`src/hdl/cse_pkg.sv`:
```
package cse_pkg;

    localparam int unsigned TENSION_W     = 17;
    localparam int unsigned TENSION_RESET = 32768;
    localparam int unsigned COORD_W       = 32;
    localparam int unsigned U_W           = 17;
    localparam int unsigned OP_W          = 2;

    // shared multiplier operand and accumulator widths
    localparam int unsigned MUL_A_W = 39;
    localparam int unsigned MUL_B_W = 21;
    localparam int unsigned COEF_W  = 20;
    localparam int unsigned ACC_W   = 62;
    localparam int unsigned CI_W    = 38;
    localparam int unsigned WGT_W   = 20;

    typedef enum logic [OP_W-1:0] {
        OP_PUSH = 2'd0,
        OP_POS  = 2'd1,
        OP_TAN  = 2'd2,
        OP_RSVD = 2'd3
    } op_t;

    typedef enum logic [2:0] {
        ST_IDLE,
        ST_USQ,
        ST_UCUBE,
        ST_BASIS,
        ST_BLEND,
        ST_SAT,
        ST_DONE
    } state_t;

    typedef enum logic [1:0] {
        BIAS_NONE,
        BIAS_HALF16,
        BIAS_HALF32
    } bias_t;

    typedef struct packed {
        logic  en;
        logic  load;
        bias_t bias;
    } mac_ctl_t;

    // cardinal basis matrix entry, Q.16, rows top to bottom
    function automatic logic signed [COEF_W-1:0] basis_coef(
        input logic [TENSION_W-1:0] s,
        input logic [1:0]           row,
        input logic [1:0]           col
    );
        logic signed [COEF_W-1:0] sv;
        logic signed [COEF_W-1:0] one;
        logic signed [COEF_W-1:0] r;
        sv  = signed'({{(COEF_W-TENSION_W){1'b0}}, s});
        one = COEF_W'(65536);
        r   = '0;
        case ({row, col})
            4'b00_00: r = -sv;
            4'b00_01: r = (one <<< 1) - sv;
            4'b00_10: r = sv - (one <<< 1);
            4'b00_11: r = sv;
            4'b01_00: r = sv <<< 1;
            4'b01_01: r = sv - one - (one <<< 1);
            4'b01_10: r = one + (one <<< 1) - (sv <<< 1);
            4'b01_11: r = -sv;
            4'b10_00: r = -sv;
            4'b10_10: r = sv;
            4'b11_01: r = one;
            default:  r = '0;
        endcase
        return r;
    endfunction

endpackage

```
`src/hdl/cardinal_spline_evaluator_core.sv`:
```
// a push or an ignored item is taken in ST_IDLE and leaves the state there; an evaluate item runs
// through ST_USQ and ST_UCUBE (weights), per coordinate ST_BASIS, ST_BLEND and ST_SAT, then ST_DONE (output)
// all products go through one shared 39x21 multiply-accumulate unit, so a new item is
// taken only when the previous one is finished, which is later while an earlier result
// still waits on m_tready
// synchronous active-low reset clears the window, sets tension to 0.5, drops any pending result
module cardinal_spline_evaluator_core (
    input  logic                                aclk,
    input  logic                                aresetn,
    input  logic                                cfg_wr_en,
    input  logic [cse_pkg::TENSION_W-1:0]       cfg_wr_data,
    input  logic                                s_tvalid,
    output logic                                s_tready,
    input  logic [119:0]                        s_tdata,  // point_x, point_y, point_z, param_u
    input  logic [cse_pkg::OP_W-1:0]            s_tuser,  // op
    output logic                                m_tvalid,
    input  logic                                m_tready,
    output logic [95:0]                         m_tdata   // result_x, result_y, result_z
);

    localparam int unsigned CW = cse_pkg::COORD_W;

    cse_pkg::state_t state_reg, state_next;

    logic [cse_pkg::TENSION_W-1:0] tension_reg;
    logic [CW-1:0]                 win_reg [12];
    logic [cse_pkg::U_W-1:0]       u_reg;
    logic                          tan_reg;
    logic [17:0]                   u2_reg;
    logic [19:0]                   u3_reg;
    logic signed [cse_pkg::CI_W-1:0] ci_reg [4];
    logic [CW-1:0]                 res_reg [3];
    logic [1:0]                    coord_reg, coord_next;
    logic [1:0]                    row_reg, row_next;
    logic [1:0]                    col_reg, col_next;
    logic                          m_valid_reg;
    logic [95:0]                   m_data_reg;

    cse_pkg::mac_ctl_t                   mac_ctl;
    logic signed [cse_pkg::MUL_A_W-1:0]  mac_a;
    logic signed [cse_pkg::MUL_B_W-1:0]  mac_b;
    logic signed [cse_pkg::ACC_W-1:0]    acc_next;
    logic signed [cse_pkg::ACC_W-1:0]    acc;

    logic                    accept;
    cse_pkg::op_t            in_op;
    logic [3:0]              win_idx;
    logic [cse_pkg::WGT_W-1:0] wgt;
    logic [33:0]             u2_sum;
    logic signed [45:0]      final_sh;
    logic [CW-1:0]           final_sat;
    logic                    out_free;

    assign s_tready = (state_reg == cse_pkg::ST_IDLE);
    assign accept   = s_tvalid && s_tready;
    assign in_op    = cse_pkg::op_t'(s_tuser);
    assign out_free = !m_valid_reg || m_tready;

    // window word for point col, coordinate coord
    assign win_idx = ({2'b00, col_reg} << 1) + {2'b00, col_reg} + {2'b00, coord_reg};

    always_comb begin
        wgt = '0;
        if (tan_reg) begin
            case (row_reg)
                2'd0:    wgt = {2'b00, u2_reg} + {1'b0, u2_reg, 1'b0};
                2'd1:    wgt = {2'b00, u_reg, 1'b0};
                2'd2:    wgt = 20'd65536;
                default: wgt = '0;
            endcase
        end else begin
            case (row_reg)
                2'd0:    wgt = u3_reg;
                2'd1:    wgt = {2'b00, u2_reg};
                2'd2:    wgt = {3'b000, u_reg};
                default: wgt = 20'd65536;
            endcase
        end
    end

    assign u2_sum   = acc[33:0] + 34'd32768;
    assign final_sh = acc[cse_pkg::ACC_W-1:16];

    always_comb begin
        if (final_sh > 46'sd2147483647) begin
            final_sat = 32'h7FFF_FFFF;
        end else if (final_sh < -46'sd2147483648) begin
            final_sat = 32'h8000_0000;
        end else begin
            final_sat = final_sh[CW-1:0];
        end
    end

    // next state
    always_comb begin
        state_next = state_reg;
        case (state_reg)
            cse_pkg::ST_IDLE: begin
                if (accept && (in_op == cse_pkg::OP_POS || in_op == cse_pkg::OP_TAN)) begin
                    state_next = cse_pkg::ST_USQ;
                end
            end
            cse_pkg::ST_USQ:   state_next = cse_pkg::ST_UCUBE;
            cse_pkg::ST_UCUBE: state_next = cse_pkg::ST_BASIS;
            cse_pkg::ST_BASIS: begin
                if (row_reg == 2'd3 && col_reg == 2'd3) begin
                    state_next = cse_pkg::ST_BLEND;
                end
            end
            cse_pkg::ST_BLEND: begin
                if (row_reg == 2'd3) begin
                    state_next = cse_pkg::ST_SAT;
                end
            end
            cse_pkg::ST_SAT: begin
                state_next = (coord_reg == 2'd2) ? cse_pkg::ST_DONE : cse_pkg::ST_BASIS;
            end
            cse_pkg::ST_DONE: begin
                if (out_free) begin
                    state_next = cse_pkg::ST_IDLE;
                end
            end
            default: state_next = cse_pkg::ST_IDLE;
        endcase
    end

    // datapath control
    always_comb begin
        mac_ctl    = '{en: 1'b0, load: 1'b0, bias: cse_pkg::BIAS_NONE};
        mac_a      = '0;
        mac_b      = '0;
        coord_next = coord_reg;
        row_next   = row_reg;
        col_next   = col_reg;
        case (state_reg)
            cse_pkg::ST_IDLE: begin
                coord_next = '0;
                row_next   = '0;
                col_next   = '0;
            end
            cse_pkg::ST_USQ: begin
                mac_ctl = '{en: 1'b1, load: 1'b1, bias: cse_pkg::BIAS_NONE};
                mac_a   = signed'({22'd0, u_reg});
                mac_b   = signed'({4'd0, u_reg});
            end
            cse_pkg::ST_UCUBE: begin
                mac_ctl = '{en: 1'b1, load: 1'b1, bias: cse_pkg::BIAS_HALF32};
                mac_a   = signed'({5'd0, acc[33:0]});
                mac_b   = signed'({4'd0, u_reg});
            end
            cse_pkg::ST_BASIS: begin
                mac_ctl  = '{en: 1'b1, load: (col_reg == 2'd0), bias: cse_pkg::BIAS_HALF16};
                mac_a    = cse_pkg::MUL_A_W'(signed'(win_reg[win_idx]));
                mac_b    = cse_pkg::MUL_B_W'(cse_pkg::basis_coef(tension_reg, row_reg, col_reg));
                col_next = col_reg + 2'd1;
                if (col_reg == 2'd3) begin
                    row_next = row_reg + 2'd1;
                end
            end
            cse_pkg::ST_BLEND: begin
                mac_ctl  = '{en: 1'b1, load: (row_reg == 2'd0), bias: cse_pkg::BIAS_HALF16};
                mac_a    = cse_pkg::MUL_A_W'(ci_reg[row_reg]);
                mac_b    = signed'({1'b0, wgt});
                row_next = row_reg + 2'd1;
            end
            cse_pkg::ST_SAT: begin
                coord_next = coord_reg + 2'd1;
                row_next   = '0;
                col_next   = '0;
            end
            cse_pkg::ST_DONE: begin
            end
            default: begin
            end
        endcase
    end

    cse_mac u_mac (
        .aclk     (aclk),
        .op_a     (mac_a),
        .op_b     (mac_b),
        .ctl      (mac_ctl),
        .acc_next (acc_next),
        .acc      (acc)
    );

    always_ff @(posedge aclk) begin
        if (!aresetn) begin
            state_reg   <= cse_pkg::ST_IDLE;
            tension_reg <= cse_pkg::TENSION_W'(cse_pkg::TENSION_RESET);
            m_valid_reg <= 1'b0;
            coord_reg   <= '0;
            row_reg     <= '0;
            col_reg     <= '0;
            for (int i = 0; i < 12; i++) begin
                win_reg[i] <= '0;
            end
        end else begin
            state_reg <= state_next;
            coord_reg <= coord_next;
            row_reg   <= row_next;
            col_reg   <= col_next;
            if (cfg_wr_en) begin
                tension_reg <= cfg_wr_data;
            end
            if (accept && in_op == cse_pkg::OP_PUSH) begin
                for (int i = 0; i < 9; i++) begin
                    win_reg[i] <= win_reg[i+3];
                end
                win_reg[9]  <= s_tdata[31:0];
                win_reg[10] <= s_tdata[63:32];
                win_reg[11] <= s_tdata[95:64];
            end
            if (state_reg == cse_pkg::ST_DONE && out_free) begin
                m_valid_reg <= 1'b1;
            end else if (m_valid_reg && m_tready) begin
                m_valid_reg <= 1'b0;
            end
        end
    end

    always_ff @(posedge aclk) begin
        if (accept) begin
            u_reg   <= s_tdata[112:96];
            tan_reg <= (in_op == cse_pkg::OP_TAN);
        end
        if (state_reg == cse_pkg::ST_UCUBE) begin
            u2_reg <= u2_sum[33:16];
        end
        // acc still holds the rounded cube on the first basis step
        if (state_reg == cse_pkg::ST_BASIS && coord_reg == 2'd0 &&
            row_reg == 2'd0 && col_reg == 2'd0) begin
            u3_reg <= acc[51:32];
        end
        if (state_reg == cse_pkg::ST_BASIS && col_reg == 2'd3) begin
            ci_reg[row_reg] <= acc_next[53:16];
        end
        if (state_reg == cse_pkg::ST_SAT) begin
            res_reg[coord_reg] <= final_sat;
        end
        if (state_reg == cse_pkg::ST_DONE && out_free) begin
            m_data_reg <= {res_reg[2], res_reg[1], res_reg[0]};
        end
    end

    assign m_tvalid = m_valid_reg;
    assign m_tdata  = m_data_reg;

endmodule

```
`src/hdl/cse_mac.sv`:
```
module cse_mac (
    input  logic                                   aclk,
    input  logic signed [cse_pkg::MUL_A_W-1:0]     op_a,
    input  logic signed [cse_pkg::MUL_B_W-1:0]     op_b,
    input  cse_pkg::mac_ctl_t                      ctl,
    output logic signed [cse_pkg::ACC_W-1:0]       acc_next,
    output logic signed [cse_pkg::ACC_W-1:0]       acc
);

    localparam int unsigned PROD_W = cse_pkg::MUL_A_W + cse_pkg::MUL_B_W;

    logic signed [PROD_W-1:0]         prod;
    logic signed [cse_pkg::ACC_W-1:0] base;
    logic signed [cse_pkg::ACC_W-1:0] acc_reg;

    assign prod = op_a * op_b;

    always_comb begin
        base = acc_reg;
        if (ctl.load) begin
            case (ctl.bias)
                cse_pkg::BIAS_HALF16: base = cse_pkg::ACC_W'(64'sd32768);
                cse_pkg::BIAS_HALF32: base = cse_pkg::ACC_W'(64'sd2147483648);
                cse_pkg::BIAS_NONE:   base = '0;
                default:              base = '0;
            endcase
        end
    end

    assign acc_next = base + cse_pkg::ACC_W'(prod);

    always_ff @(posedge aclk) begin
        if (ctl.en) begin
            acc_reg <= acc_next;
        end
    end

    assign acc = acc_reg;

endmodule
```
`config.mk`:
```
export PLATFORM = sky130hd
export DESIGN_NAME = cardinal_spline_evaluator_core
export DESIGN_NICKNAME = d
export VERILOG_FILES = /design/src/hdl/cse_pkg.sv /design/src/hdl/cardinal_spline_evaluator_core.sv /design/src/hdl/cse_mac.sv
export SDC_FILE = /design/constraint.sdc
export NUM_CORES = 2
export LEC_CHECK = 0
export ABC_AREA = 1
export BUFFER_PORTS_ARGS = -buffer_cell sky130_fd_sc_hd__buf_2
export CAP_MARGIN = 20
export CORE_ASPECT_RATIO = 1.4
export CORE_MARGIN = 3
export CORE_UTILIZATION = 35
export DETAILED_ROUTE_END_ITERATION = 6
export GPL_TIMING_DRIVEN = 0
export SLEW_MARGIN = 20
export SYNTH_ARGS = -nofsm -noshare
export SYNTH_HDL_FRONTEND = slang
export SYNTH_SLANG_ARGS = --single-unit
export TNS_END_PERCENT = 20
```
`constraint.sdc`:
```
create_clock -name aclk -period 12.2 [get_ports aclk]
set_input_delay 1.22 -clock aclk [delete_from_list [all_inputs] [get_ports aclk]]
set_output_delay 1.22 -clock aclk [all_outputs]
set_load 0.02 [all_outputs]
```
==> out/metrics.yaml <==
status: "finished, final reports clean"
fillCellCount: 20100
hold_ws_ns: 0.385
grt_pass1_wl_um: 420000
numPortBuffers: 234
post-route-period-util_pct: 95.8
arrival_ns: 12.07
drc: 0
grt_pass1_vias: 57100
synth.most_common_cell: "inv_1"
cts_resized: 0
avgSynthCellArea_um2: 9.42
slowest_delay_ns: 0.80
die_area_um2: 208000
initialDrtViolationCount: 5444
cts_num_sinks: 875
regArea_um2: 26000
multi_input_area_um2: 36500
worstPathMaxFanout: 10
ios: 242
core_um2: 200000
drive_gt1_share_pct: 9.97
placedCellCount: 10400
fin_cells: 10600
nNetsFinal: 9103
rsz0062_at_grt: "no"
dp_hpwl_um: 246000
max_freq_mhz: 85.5
worst_skew_pair.late_latency_ns: 0.75
chipWidth_um: 386
synth_cell_types: 57
antenna_found_initial: 27
tightestPinTransition_ns: 1.18
rows: 194
cts-buffers-inserted: 86
final-hold-violation-count: 0
track_usage_pct: 28.8
start_util_pct: 35.3
postSynth.asyncResetShare_pct: 0
cts_buffer_depth: 3
maxSlewViolCount: 0
hp-class: "reg2reg"
drv_cap: 0
setup_viol: 0
postCtsSetupBuffers: 0
crit_type: "reg2reg"
wl_um: 300000
antenna_left: 0
dr.pass1.iters: 6
die_y_um: 538
yosys_register_bits: 875
fin_ws_ns: 0.511
globalRouteOverflowTotal: 0
syn_inst: 7507
fin_skew_ns: 0.0891
ys_warn_count: 0
seq_area_frac_synth_pct: 36.7
worst_ep_required_time_ns: 12.58
synth_top_area_share_pct: 35.9
grt_start_max_net_pins: 61
routed_via_density: 5.28
largest_register_ffs: 384
cts_tree: "done"
synthFlopType: "edfxtp_1"
htreeDepth: 3
slew_headroom_pct: 21.1
dp_slack_ns: 0.758
cts_root_buffer: "clkbuf_16"
worstSetupEndpointType: "register"
yosys-top-cells-count: "inv_1 (1,640), nand2_1 (1,368), fa_1 (875)"
vias: 56000
synth-edff-count: 846
clk_pin_slew_worst_paths_ns: 0.07
cts_hold_buf: 0
synth_area_leaders: "edfxtp_1 (36%), fa_1 (25%), inv_1 (8.7%), nand2_1 (7.3%), a21oi_1 (4.1%)"
yosysTopAreaCell: "edfxtp_1"
syn_area_um2: 70700
tns_ns: 0
wl_per_cell_um: 28.3
cp_slowest_cell: "fa_1"
timing.final.crit_period_ns: 11.69
cp_common_cell: "fa_1"
critPathLaunchType: "register"
syn-num-nets: 8736
gp_congestion: 1.02
syn2layout_area_growth_pct: 11.7
placed cells by master (no fill, tap or decap), types with 13 or more instances in the layout:
master and n:
a21oi_1 568, a22oi_1 21, a31oi_1 16, buf_2 369, buf_4 49, buf_6 79
clkbuf_1 74, clkbuf_16 87, clkinv_1 13, clkinv_2 13, dfxtp_1 29, diode_2 15
edfxtp_1 846, fa_1 874, ha_1 210, inv_1 1640, inv_2 34, nand2_1 1367
nand2_2 18, nand3_1 211, nand3_2 13, nand4_1 30, nor2_1 695, nor2_2 20
nor2_4 16, nor3_1 28, o211ai_1 29, o21ai_0 312, o221ai_1 13, o22ai_1 19
xnor2_1 15, xor2_1 61
layout make-up:
class                      count  share of cell area, %
antenna                       15                 0.0475
buffer                       314                   2.63
clock buffer                 104                   2.89
clock inverter                54                  0.923
inverter                    1677                   7.97
multi-input combinational   4641                   46.2
sequential                   875                   32.9
tap                         2646                   4.19
timing repair buffer         279                   2.30
critical path: cells and delay by family, from the launching register on:
| family | cells | cell delay [ns] |
|---|---|---|
| DFF | 1 | 0.41 |
| adders and majority gates | 11 | 5.49 |
| AOI/OAI and AO/OA | 3 | 0.99 |
| buffers and inverters | 11 | 1.84 |
| xor gates and xnor gates | 1 | 0.80 |
| and+or+nand+nor | 6 | 1.78 |
per-stage QoR:
step	utilization, %	area [µm²]
after floorplan	-	70700
after global placement	37.6	75200
after detailed placement	37.9	76000
after CTS	39.4	79000
after global routing	39.5	79000
final	39.5	79100
per-layer routing:
layer  track usage, %  vias up  share of wire (%)
met4             23.1       12                9.7
met1             32.4    28200                 35
met3             4.62      867                7.0
met2             48.2     2760                 48
met5                0        -              0.028
li1                 -    24100                  -
worst paths after layout:
path	startpoint	end	slack [ns]	cells past startpoint
setup / recovery	col_reg[0]$_SDFFE_PN0P_	u_mac.acc[25]$_DFFE_PN_	0.51	32
hold / removal	res_reg[1][20]$_DFFE_PP_	m_tdata[52]$_DFFE_PP_	0.38	0
setup reg to reg	col_reg[0]$_SDFFE_PN0P_	u_mac.acc[25]$_DFFE_PN_	0.51	32
hold reg to reg	res_reg[1][20]$_DFFE_PP_	m_tdata[52]$_DFFE_PP_	0.38	0
cell families (layout without fill, tap and decap cells):
family                   after synthesis  after routing  share of synthesized area (%)
XOR/XNOR                              76             76                          0.941
AO/OA/AOI/OAI                       1053           1053                           8.12
AND/OR/NAND/NOR                     2427           2427                           13.9
flip-flops                           875            875                           36.7
adder cells (fa/ha/maj)             1085           1085                           28.5
buffers and inverters               1991           2428                           11.9
other                                  0             15                              0
Power is not shown: default switching activity piles up to over one toggle a cycle in this logic, so the estimate is an artifact.
